--- src/rtl/assert_macros.svh ---
// Assertion helpers used by mrsp_core.
`ifndef ASSERT_MACROS_SVH
`define ASSERT_MACROS_SVH

`ifndef SYNTH

`define ASSERT_PROP(lbl, clk, rst_n, prop) \
    lbl: assert property (@(posedge clk) disable iff (!(rst_n)) (prop)) \
        else $error("assertion failed");

`define ASSERT_NEVER(lbl, clk, rst_n, expr) \
    lbl: assert property (@(posedge clk) disable iff (!(rst_n)) !(expr)) \
        else $error("forbidden condition seen");

`else

`define ASSERT_PROP(lbl, clk, rst_n, prop)

`define ASSERT_NEVER(lbl, clk, rst_n, expr)

`endif

`endif

--- src/rtl/mrsp_pkg.sv ---
`default_nettype none

package mrsp_pkg;

    localparam logic [7:0] STATUS_BIT      = 8'h80;
    localparam logic [7:0] SYSTEM_BASE     = 8'hF0;
    localparam logic [7:0] REALTIME_BASE   = 8'hF8;
    localparam logic [6:0] STOP_NOTE_RESET = 7'h6C;

    localparam logic [3:0] KIND_PROG_CHANGE = 4'hC;
    localparam logic [3:0] KIND_CHAN_PRESS  = 4'hD;

    // byte handed from the input stage to the parser
    typedef struct packed {
        logic       valid;
        logic [7:0] data;
    } t_byte_xfer;

    typedef struct packed {
        logic       stop_seen;
        logic [6:0] second_data;
        logic [6:0] first_data;
        logic [7:0] msg_status;
    } t_msg;

    function automatic logic is_one_byte_kind(input logic [7:0] status);
        return (status[7:4] == KIND_PROG_CHANGE) || (status[7:4] == KIND_CHAN_PRESS);
    endfunction

endpackage

`default_nettype wire

--- src/rtl/mrsp_in_stage.sv ---
`default_nettype none

module mrsp_in_stage (
    input  wire                    i_clk,
    input  wire                    i_rst_n,
    input  wire                    s_axis_tvalid,
    output logic                   s_axis_tready,
    input  wire  [7:0]             s_axis_tdata,   // [7:0] rx_byte
    input  wire                    i_advance,
    output mrsp_pkg::t_byte_xfer   o_item
);
    import mrsp_pkg::*;

    logic       r_valid;
    logic [7:0] r_byte;
    logic       n_valid;

    assign s_axis_tready = !r_valid || i_advance;

    always_comb begin
        n_valid = r_valid && !i_advance;
        if (s_axis_tvalid && s_axis_tready) begin
            n_valid = 1'b1;
        end
    end

    always_ff @(posedge i_clk) begin
        if (!i_rst_n) begin
            r_valid <= 1'b0;
        end else begin
            r_valid <= n_valid;
        end
    end

    always_ff @(posedge i_clk) begin
        if (s_axis_tvalid && s_axis_tready) begin
            r_byte <= s_axis_tdata;
        end
    end

    assign o_item = {r_valid, r_byte};

endmodule

`default_nettype wire

--- src/rtl/mrsp_core.sv ---
`default_nettype none
`include "assert_macros.svh"

module mrsp_core (
    input  wire                    i_clk,
    input  wire                    i_rst_n,
    input  wire                    i_cfg_we,
    input  wire  [6:0]             i_cfg_wdata,
    input  mrsp_pkg::t_byte_xfer   i_item,
    output logic                   o_advance,
    input  wire                    i_out_ready,
    output logic                   o_out_valid,
    output mrsp_pkg::t_msg         o_msg
);
    import mrsp_pkg::*;

    logic [6:0] r_stop_note;
    logic [7:0] r_rs;
    logic       r_have;
    logic [6:0] r_held;
    logic       r_out_valid;
    t_msg       r_out;

    logic [7:0] n_rs;
    logic       n_have;
    logic [6:0] n_held;
    logic       emit;
    t_msg       n_out;
    logic       take;
    logic [7:0] b;

    assign o_advance = !r_out_valid || i_out_ready;
    assign take      = i_item.valid && o_advance;
    assign b         = i_item.data;

    always_comb begin
        n_rs   = r_rs;
        n_have = r_have;
        n_held = r_held;
        emit   = 1'b0;
        n_out.msg_status  = r_rs;
        n_out.first_data  = b[6:0];
        n_out.second_data = 7'd0;
        if ((b & STATUS_BIT) != 8'd0) begin
            if (b < REALTIME_BASE) begin
                n_rs   = (b >= SYSTEM_BASE) ? 8'd0 : b;
                n_have = 1'b0;
                n_held = 7'd0;
            end
        end else if (r_rs != 8'd0) begin
            if (is_one_byte_kind(r_rs)) begin
                emit = 1'b1;
            end else if (!r_have) begin
                n_held = b[6:0];
                n_have = 1'b1;
            end else begin
                emit              = 1'b1;
                n_out.first_data  = r_held;
                n_out.second_data = b[6:0];
                n_have            = 1'b0;
                n_held            = 7'd0;
            end
        end
        n_out.stop_seen = (n_out.first_data == r_stop_note);
    end

    always_ff @(posedge i_clk) begin
        if (!i_rst_n) begin
            r_stop_note <= STOP_NOTE_RESET;
            r_rs        <= 8'd0;
            r_have      <= 1'b0;
            r_held      <= 7'd0;
            r_out_valid <= 1'b0;
        end else begin
            if (i_cfg_we) begin
                r_stop_note <= i_cfg_wdata;
            end
            if (take) begin
                r_rs   <= n_rs;
                r_have <= n_have;
                r_held <= n_held;
            end
            if (o_advance) begin
                r_out_valid <= take && emit;
            end
        end
    end

    always_ff @(posedge i_clk) begin
        if (take && emit) begin
            r_out <= n_out;
        end
    end

    assign o_out_valid = r_out_valid;
    assign o_msg       = r_out;

    `ASSERT_NEVER(a_rs_channel_only, i_clk, i_rst_n, (r_rs != 8'd0) && (r_rs < STATUS_BIT || r_rs >= SYSTEM_BASE))
    `ASSERT_NEVER(a_have_two_byte, i_clk, i_rst_n, r_have && ((r_rs == 8'd0) || is_one_byte_kind(r_rs)))
    `ASSERT_PROP(a_one_byte_second_zero, i_clk, i_rst_n, (r_out_valid && is_one_byte_kind(r_out.msg_status)) |-> (r_out.second_data == 7'd0))
    `ASSERT_PROP(a_stall_holds, i_clk, i_rst_n, (r_out_valid && !i_out_ready) |=> (r_out_valid && $stable(r_out)))

endmodule

`default_nettype wire

--- src/rtl/midi_running_status_parser.sv ---
// A result reaches the master side through the input register and the result
// register, after the transfer of the data byte that completes its message.
// Throughput: one byte per cycle; input register and result register each
// hold one item, so backpressure stalls the input only when both are full.
// Reset (synchronous, active low): no running status, no pending data byte,
// stop_note set to 108.
`default_nettype none

module midi_running_status_parser (
    input  wire         i_clk,
    input  wire         i_rst_n,
    input  wire         i_cfg_we,
    input  wire  [6:0]  i_cfg_wdata,     // stop_note
    input  wire         s_axis_tvalid,
    output logic        s_axis_tready,
    input  wire  [7:0]  s_axis_tdata,    // [7:0] rx_byte
    output logic        m_axis_tvalid,
    input  wire         m_axis_tready,
    output logic [23:0] m_axis_tdata,    // [7:0] msg_status, [14:8] first_data,
                                         // [21:15] second_data, [23:22] zero
    output logic        m_axis_tuser     // [0] stop_seen
);
    import mrsp_pkg::*;

    t_byte_xfer item;
    logic       advance;
    t_msg       msg;

    mrsp_in_stage u_in (
        .i_clk         (i_clk),
        .i_rst_n       (i_rst_n),
        .s_axis_tvalid (s_axis_tvalid),
        .s_axis_tready (s_axis_tready),
        .s_axis_tdata  (s_axis_tdata),
        .i_advance     (advance),
        .o_item        (item)
    );

    mrsp_core u_core (
        .i_clk       (i_clk),
        .i_rst_n     (i_rst_n),
        .i_cfg_we    (i_cfg_we),
        .i_cfg_wdata (i_cfg_wdata),
        .i_item      (item),
        .o_advance   (advance),
        .i_out_ready (m_axis_tready),
        .o_out_valid (m_axis_tvalid),
        .o_msg       (msg)
    );

    assign m_axis_tdata = {2'b00, msg.second_data, msg.first_data, msg.msg_status};
    assign m_axis_tuser = msg.stop_seen;

endmodule

`default_nettype wire

--- config.mk ---
export PLATFORM = sky130hd
export DESIGN_NAME = midi_running_status_parser
export DESIGN_NICKNAME = d
export VERILOG_FILES = /design/src/rtl/mrsp_pkg.sv /design/src/rtl/mrsp_in_stage.sv /design/src/rtl/mrsp_core.sv /design/src/rtl/midi_running_status_parser.sv
export VERILOG_INCLUDE_DIRS = /design/src /design/src/rtl
export SDC_FILE = /design/constraint.sdc
export NUM_CORES = 1
export LEC_CHECK = 0
export BUFFER_PORTS_ARGS = -buffer_cell sky130_fd_sc_hd__clkbuf_2
export CORE_MARGIN = 2
export CORE_UTILIZATION = 48
export DETAILED_ROUTE_END_ITERATION = 7
export PLACE_DENSITY = 0.83
export SLEW_MARGIN = 30
export SYNTH_ARGS = -nofsm -noshare
export SYNTH_HDL_FRONTEND = slang
export SYNTH_HIERARCHICAL = 1
export SYNTH_SLANG_ARGS = --single-unit
--- constraint.sdc ---
create_clock -name i_clk -period 3 [get_ports i_clk]
set_input_delay 0.6 -clock i_clk [delete_from_list [all_inputs] [get_ports i_clk]]
set_output_delay 0.6 -clock i_clk [all_outputs]
set_load 0.02 [all_outputs]
Word level (Yosys, flattened, before mapping)
Index checks and enable logic that the tools add are counted.

Magnitude comparators: 2. Equality and inequality tests: 5. Mux-type cells: 20. Bitwise operators: 2. Reduce and logical (&&, ||, !) cells: 15.

Operators with widths (number): $mux 7 (9); $mux 1 (10); $eq 4x4->1 const B (2); $ge 8x8->1 const B (1); $lt 8x8->1 const B (1); $mux 8 (1); $reduce_bool 8->1 (1); $eq 7x7->1 (1); $logic_and 1x1->1 (4); $reduce_and 4->1 (1); $reduce_or 4->1 (1); $logic_not 1->1 (3); $logic_or 1x1->1 (3); $reduce_and 3->1 (1); $ne 2x1->1 const B (1); $ne 2x2->1 const B (1); $not 1->1 (2); $reduce_bool 2->1 (1).

Register bits after elaboration: 56. Output and inout bits: 27.

Logic depth before layout (Yosys ltp)
Gate-level depths: netlist of run 1.

Word-level depth: 6. Mapped depth: 8.

Modules after synthesis
The synthesis of run 1 kept the hierarchy.

Modules (own cells, without submodules): mrsp_core (times used 1, cells each 166, area each 1949.4 µm², seq. area each 1171.1 µm²); mrsp_in_stage (times used 1, cells each 14, area each 305.3 µm², seq. area each 260.2 µm²); midi_running_status_parser (times used 1, cells each 3, area each 18.8 µm², seq. area each 0.0 µm²).

Worst setup path after synthesis of run 1
No wires, ideal clock.

Kind: input port to flip-flop. Start: input port m_axis_tready. End: register u_core.r_out (netlist bit u_core/o_msg[0]) (enable). Library setup time: 0.440 ns. Arrival time: 2.557 ns. Required time: 2.560 ns. Path slack: 0.003 ns. Cell stages on the path: 4. Cell sequence: nor2b_1 inv_1 nand2_1 nor3b_1.

Longest elaborated chain between the ends: 3.

RTL lines: from (decl) (line midi_running_status_parser.sv:18) `input wire m_axis_tready,`; $logic_or 1x1->1 (line mrsp_core.sv:32) `assign o_advance = !r_out_valid || i_out_ready;`; named net advance (line midi_running_status_parser.sv:26) `logic advance;`; $logic_and 1x1->1 (line mrsp_core.sv:33) `assign take = i_item.valid && o_advance;`; $logic_and 1x1->1 (line mrsp_core.sv:90) `if (take && emit) begin`; to (signal assigned) (line mrsp_core.sv:91) `r_out <= n_out;`; to (decl) (line mrsp_core.sv:22) `t_msg r_out;`.

The timed path passes the listed nets, and every way through them passes these cells. A chain may end at the register's enable or synchronous reset.

==> metrics.md, run 1 <==
| Metric | Value |
|---|---|
| Leakage | `0.9890 nW` |
| Post-Syn Area | `2273 um^2` |
| Final Hold Fails | `0` |
| Setup Buffers After CTS | `0` |
| Initial antenna violation count | `0` |
| Max Cap Violations | `0` |
| Clock Root Buffer | `clkbuf_8` |
| Critical Path Fanout Max | `18` |
| Commonest cells in the netlist | `31 x edfxtp_1, 25 x dfxtp_1, 16 x nand2_1, 12 x nor2b_1` |
| Worst-case reg-to-reg path depth | `6` |
| Number of antenna diodes | `0` |
| Pin count of the biggest net entering global routing | `26` |
| Cell taking the most area after synthesis | `edfxtp_1` |
| Core box area | `4629 um^2` |
| CP max-delay cell | `and3b_1` |
| Total GRT Usage | `16.83%` |
| Average size of a mapped cell | `12.42 um^2` |
| Total Power | `1.466 mW` |
| Die W | `72.82 um` |
| Rel. slew slack | `59.48%` |
| Max Slew Vio Count | `0` |
| Fmax | `452.5 MHz` |
| Worst clock skew | `4.565 ps` |
| Gpl congestion | `0.8806` |
| CP cell instances | `nor4_2 > a21oi_1 > and3b_1 > mux2_4 > xnor2_1 > and4_1` |
| Hold path cells | `1` |
| DIE HEIGHT | `72.82 um` |
| Asr flop ratio synth | `0%` |
| CTS tree | `built` |
| #FFs+latches synth | `56` |
| # rows | `25` |
| CP Launch Type | `register` |
| Req. time, crit path | `3070 ps` |
| DR pass1 iterations | `4` |
| Vias post-DR | `1497` |
| Filler cells | `398` |
| Worst vdd ir | `0.0002982 V` |
| Share of layout cells above drive strength 1 | `29.96%` |
| Status | `finished, final reports clean` |
| Tmin final | `2210 ps` |
| # resized after CTS | `0` |
| Drt drc | `0` |
| Nets | `246` |
| Clk_lat worst skew | `300 ps` |
| Sink Count | `56` |
| DIE AREA | `5303 um^2` |
| 1st-iter DRT viols | `105` |
| Critical path class | `reg2reg` |
| Top cells by area in the synthesized netlist | `edfxtp_1 41%, dfxtp_1 22%, nor2b_1 3.3%, mux2i_1 2.6%, a22oi_1 2.6%` |
| Post-Route WL | `4.080 mm` |
| Detail Route Antenna Nets | `0` |
| Sum Neg Setup Slack | `0 ps` |
| Port bufs | `44` |
| Detailed placement HPWL | `2.902 mm` |
| Total I/O pin count | `47` |
| RSZ-0062 raised after global routing | `no` |
| Clock-pin slew on the worst setup and hold paths | `90 ps` |
| Synthesis warning total | `6` |
| DR WL/cell | `14.52 um` |
| Number of library cell types mapped by synthesis | `39` |
| Max incr delay on CP | `600 ps` |
| Area Growth Syn to Fin | `16.24%` |
| H-tree levels | `2` |
| Synth top area share | `40.95%` |
| Tcrit/Tclk final | `73.66%` |
| Seq/Total Area, Yosys | `62.96%` |
| Primary FF master, synth | `edfxtp_1` |
| DP Cell Count | `273` |
| Crit path DAT | `2280 ps` |
| Initial Utilization | `49.11%` |
| Final Setup Violations | `0` |
| Clock tree buffer depth | `2` |
| Cts hold-fix bufs | `0` |
| Avg Vias per Cell | `5.327` |
| Final non-filler cell total | `281` |
| Crit end category | `register` |
| EDFF count, synth | `31` |
| Hold slack | `466.5 ps` |
| Cts bufs inserted | `5` |
| First-pass GRT wire length | `6.693 mm` |
| Vias in the first global route | `1351` |
| Pwr dens | `554.8 nW/um^2` |
| Mapped Cells | `183` |
| Hold Path Class | `in2reg` |
| Total congestion overflow | `0` |
| Worst slew pin tran | `603.7 ps` |
| Count leader, synth | `edfxtp_1` |
## metal layers
layer	global-route usage (%)	vias up	wire (um)
met5	0	-	0
met4	7.613	0	70
met3	4.006	7	226
met2	25.76	56	2003
met1	22.78	702	1780
li1	-	732	-
## power breakdown
group / leakage, nW / total [mW] / internal, mW / switching, mW
sequential: 0.466 / 0.861 / 0.832 / 0.0288
combinational: 0.462 / 0.0988 / 0.0497 / 0.0491
clock: 0.0614 / 0.506 / 0.273 / 0.233
## critical path, delay by kind of cell (launching register included)
kind | cells | cell delay [ps]
and+or+nand+nor | 3 | 860
muxes | 1 | 360
DFF | 1 | 410
AOI/OAI and AO/OA | 1 | 230
xor gates and xnor gates | 1 | 120
## placed cells by master (no fill, tap or decap), types with 2 or more instances in the layout
master    synthesis  routed
conb_1            1       2
nand4_1           2       2
o22ai_1           2       2
mux2_4            2       2
dfxtp_1          25      25
xnor2_1           4       4
clkbuf_2          0      44
clkbuf_8          0       6
a21oi_1           4       4
nand3_1           8       8
nor2b_1          12      12
nand2_1          16      16
mux2i_1           6       6
a21boi_0          7       7
nor2_1            5       5
edfxtp_1         31      31
nor4_2            2       2
a22oi_1           8       8
mux2_2            5       5
and2_1            8       8
inv_1             7       7
## final cells by class
class,count,area [um^2],area share [%]
Sequential cell,56,1431,54.17
Multi-Input combinational cell,111,768.2,29.07
Timing Repair Buffer,45,227.7,8.617
Clock buffer,6,82.58,3.125
Tap cell,54,67.56,2.557
Clock inverter,2,38.79,1.468
Inverter,7,26.28,0.9943
## metrics by stage
| stage | utilization, % | area, um^2 | setup slack (ps) |
|---|---|---|---|
| CTS | 57.08 | 2643 | 807.4 |
| detailed placement | 54.46 | 2521 | 828.4 |
| global placement | 54.46 | 2521 | 895.5 |
| floorplan | - | 2277 | 3.401 |
| finish | 57.08 | 2643 | 790.1 |
| global route | 57.08 | 2643 | 524.8 |
## registers in the layout, indices dropped and copies added, names as in the netlist
register	count
u_core/r_stop_note	7
u_core/r_rs	8
u_core/o_msg	23
u_core/o_out_valid	1
u_in/r_valid	1
u_core/r_have	1
u_core/r_held	7
u_in/r_byte	8
## path summary, 6_finish.rpt
path                   startpoint          endpoint  slack (ps)
setup / recovery   u_core/r_rs[6]  u_core/o_msg[22]         790
hold / removal    s_axis_tdata[2]    u_in/r_byte[2]         470
setup reg to reg   u_core/r_rs[6]  u_core/o_msg[22]         790
hold reg to reg    u_core/r_rs[3]   u_core/o_msg[3]         480
## cells by family (layout without fill, tap and decap cells)
kind of cell	after synthesis	after routing	share of synthesized area, %
and+or+nand+nor	62	62	15.74
AOI/OAI and AO/OA	29	29	9.136
buffers and inverters	17	60	3.632
DFF	56	56	62.96
muxes	13	13	6.439
xor gates and xnor gates	5	5	1.926
other	1	2	0.1649
Power figures use the tool's default switching activity.
==> inputs of run 2 (changes only) <==
- clock period: 3 -> 2 ns (I/O delays scaled with it)
==> run 2 against run 1 <==
  * The flow now finishes with violations (setup timing)
  * Sequential power is 50% higher
  * Sequential share of layout area is 1.4 points lower
  * Count of clock-buffer cells in the layout up 2
  * Maximum frequency rose by 10%
  * Global-route usage rose by 0.16 points
  * Critical path depth is the same
  * Critical endpoint unchanged
  * Largest power group unchanged
  * Highest routed layer unchanged
==> metrics.md, run 2 (same netlist as run 1, synthesis figures left out) <==
| Metric | Value |
|---|---|
| Status | `finished with violations` |
| Failing checks | `setup timing` |
| DR WL/cell | `14.34 um (-1.2%)` |
| Detailed placement HPWL | `2.900 mm (about the same)` |
| Detail Route Antenna Nets | `0 (unchanged)` |
| Max FFs per register | `23 (unchanged)` |
| Max Slew Vio Count | `0 (unchanged)` |
| Drt drc | `0 (unchanged)` |
| Most frequent cells in the layout | `44 x clkbuf_2, 31 x edfxtp_1, 21 x dfxtp_1` |
| Most common cell after layout, fill and taps aside | `clkbuf_2` |
| Avg Vias per Cell | `5.262 (-1.2%)` |
| DR pass1 iterations | `4 (unchanged)` |
| Rel. slew slack | `61.41% (+1.9 points)` |
| Worst slew pin tran | `575.0 ps (-28.76 ps)` |
| Worst-case reg-to-reg path depth | `6 (unchanged)` |
| Critical Path Source | `u_core/r_rs[5]` |
| Fmax | `499.5 MHz (+10%)` |
| Cts bufs inserted | `5 (unchanged)` |
| Req. time, crit path | `2070 ps (-1000 ps)` |
| Pwr dens | `765.5 nW/um^2 (+38%)` |
| Util after Layout | `58.89% (+1.8 points)` |
| Max Cap Violations | `0 (unchanged)` |
| RSZ-0062 raised after global routing | `yes` |
| Vias in the first global route | `1375 (+1.8%)` |
| Crit end category | `register` |
| DIE AREA | `5303 um^2 (unchanged)` |
| Final non-filler cell total | `290 (+3.2%)` |
| Core box area | `4629 um^2 (unchanged)` |
| Port bufs | `44 (unchanged)` |
| Clock tree buffer depth | `2 (unchanged)` |
| # rows | `25 (unchanged)` |
| Vias post-DR | `1526 (+1.9%)` |
| Clock Root Buffer | `clkbuf_8` |
| CTS tree | `built` |
| Hold path startpoint | `s_axis_tdata[1]` |
| Total GRT Usage | `16.99% (+0.16 points)` |
| Tcrit/Tclk final | `100.1% (+26 points)` |
| Hold Path Class | `in2reg` |
| Clock-pin slew on the worst setup and hold paths | `90 ps (about the same)` |
| Critical Path Fanout Max | `7 (-11)` |
| Reg2reg end | `u_core/o_msg[22]` |
| Nets | `255 (+3.7%)` |
| 1st-iter DRT viols | `88 (-16%)` |
| Pin count of the biggest net entering global routing | `26 (unchanged)` |
| H-tree levels | `2 (unchanged)` |
| Worst setup margin | `-2.082 ps (-792.1 ps)` |
| Final Cell Area | `2726 um^2 (+3.2%)` |
| Area Growth Syn to Fin | `19.92%` |
| DP Cell Count | `280 (+2.6%)` |
| CP Launch Type | `register` |
| Leakage | `1.047 nW (+5.8%)` |
| First-pass GRT wire length | `6.637 mm (-0.84%)` |
| CP endpoint | `u_core/o_msg[22]` |
| Crit path DAT | `2080 ps (-200 ps)` |
| Gpl congestion | `0.8904 (+1.1%)` |
| Launching point of the worst reg2reg path | `u_core/r_rs[5]` |
| Number of antenna diodes | `0 (unchanged)` |
| Critical path class | `reg2reg` |
| Die W | `72.82 um (unchanged)` |
| Post-Route WL | `4.160 mm (+2.0%)` |
| DIE HEIGHT | `72.82 um (unchanged)` |
| Share of layout cells above drive strength 1 | `35.17% (+5.2 points)` |
| Tmin final | `2002 ps (-207.9 ps)` |
| Final Hold Fails | `0 (unchanged)` |
| Initial Utilization | `49.11% (unchanged)` |
| R2r setup slk | `-2 ps (-790 ps)` |
| Final Setup Violations | `1 (+1)` |
| Initial antenna violation count | `0 (unchanged)` |
| Total congestion overflow | `0 (unchanged)` |
| Sink Count | `56 (unchanged)` |
| Total I/O pin count | `47 (unchanged)` |
| Worst clock skew | `6.442 ps (+1.877 ps)` |
| Worst vdd ir | `0.0003727 V (+25%)` |
| Clk_lat worst skew | `310 ps (about the same)` |
| Post-DP Area | `2580 um^2 (+2.3%)` |
## run 2: changes by cell type in the layout (fill, tap and decap cells not counted), sizes merged
cell	previous run	this run
bufinv	1	0
clkbuf	50	52
clkinv	1	0
buf	1	10
## run 2: critical path: stages, from the launching register on
cell and delay, ps:
dfxtp_4 370, nor4_4 340, a21oi_2 110, and3b_2 290
mux2_4 340, xnor2_2 140, and4_1 190
## run 2: worst min-delay path by stage
stage	endpoint	slack [ps]	cells past startpoint
2_1_floorplan	u_core/o_msg[3]	450	0
3_5_place_dp	u_core/o_msg[3]	460	0
5_1_grt	u_in/r_byte[1]	240	1
4_1_cts	u_in/r_byte[1]	250	1
6_report	u_in/r_byte[1]	260	1
3_3_place_gp	u_core/o_msg[3]	460	0
## run 2: stage by stage
step	setup slack (ps)	setup TNS (ps)	power (mW)	hold WS [ps]
after floorplan	124.9	0	1.418	450.1
after global placement	64.90	0	1.473	456.5
after detailed placement	-1.797	-1.797	1.479	459.3
after CTS	21.27	0	2.089	252.8
after global routing	-75.68	-86.45	2.168	240.6
final	-2.082	-2.082	2.087	262.0
## run 2: layer usage
| layer | wire length, um | GRT usage, % |
|---|---|---|
| met2 | 1990 | 26.36 |
| met5 | 0 | 0 |
| met4 | 84 | 7.613 |
| met1 | 1829 | 22.09 |
| met3 | 255 | 4.972 |
## run 2: repair_timing
action / CTS / global route
hold buffers: 0 / 0
pin swaps: 0 / 6
gates resized for setup: 1 / 11
setup buffers: 0 / 2
setup endpoints to repair: 1 / 1
cloned: 0 / 0
## run 2: layout make-up
class                   instances  area (um^2)
fillers                       394         1903
flip-flops and latches         56         1439
multi-input cells             111        808.3
repair buffers                 54        295.3
clock buffers                   8        90.09
well taps                      54        67.56
inverters                       7        26.28
## run 2: power breakdown
part | switching, mW | internal [mW] | leakage, nW
registers | 0.0430 | 1.25 | 0.468
logic | 0.0837 | 0.0924 | 0.533
clock network | 0.337 | 0.283 | 0.0455
total | 0.464 | 1.62 | 1.05
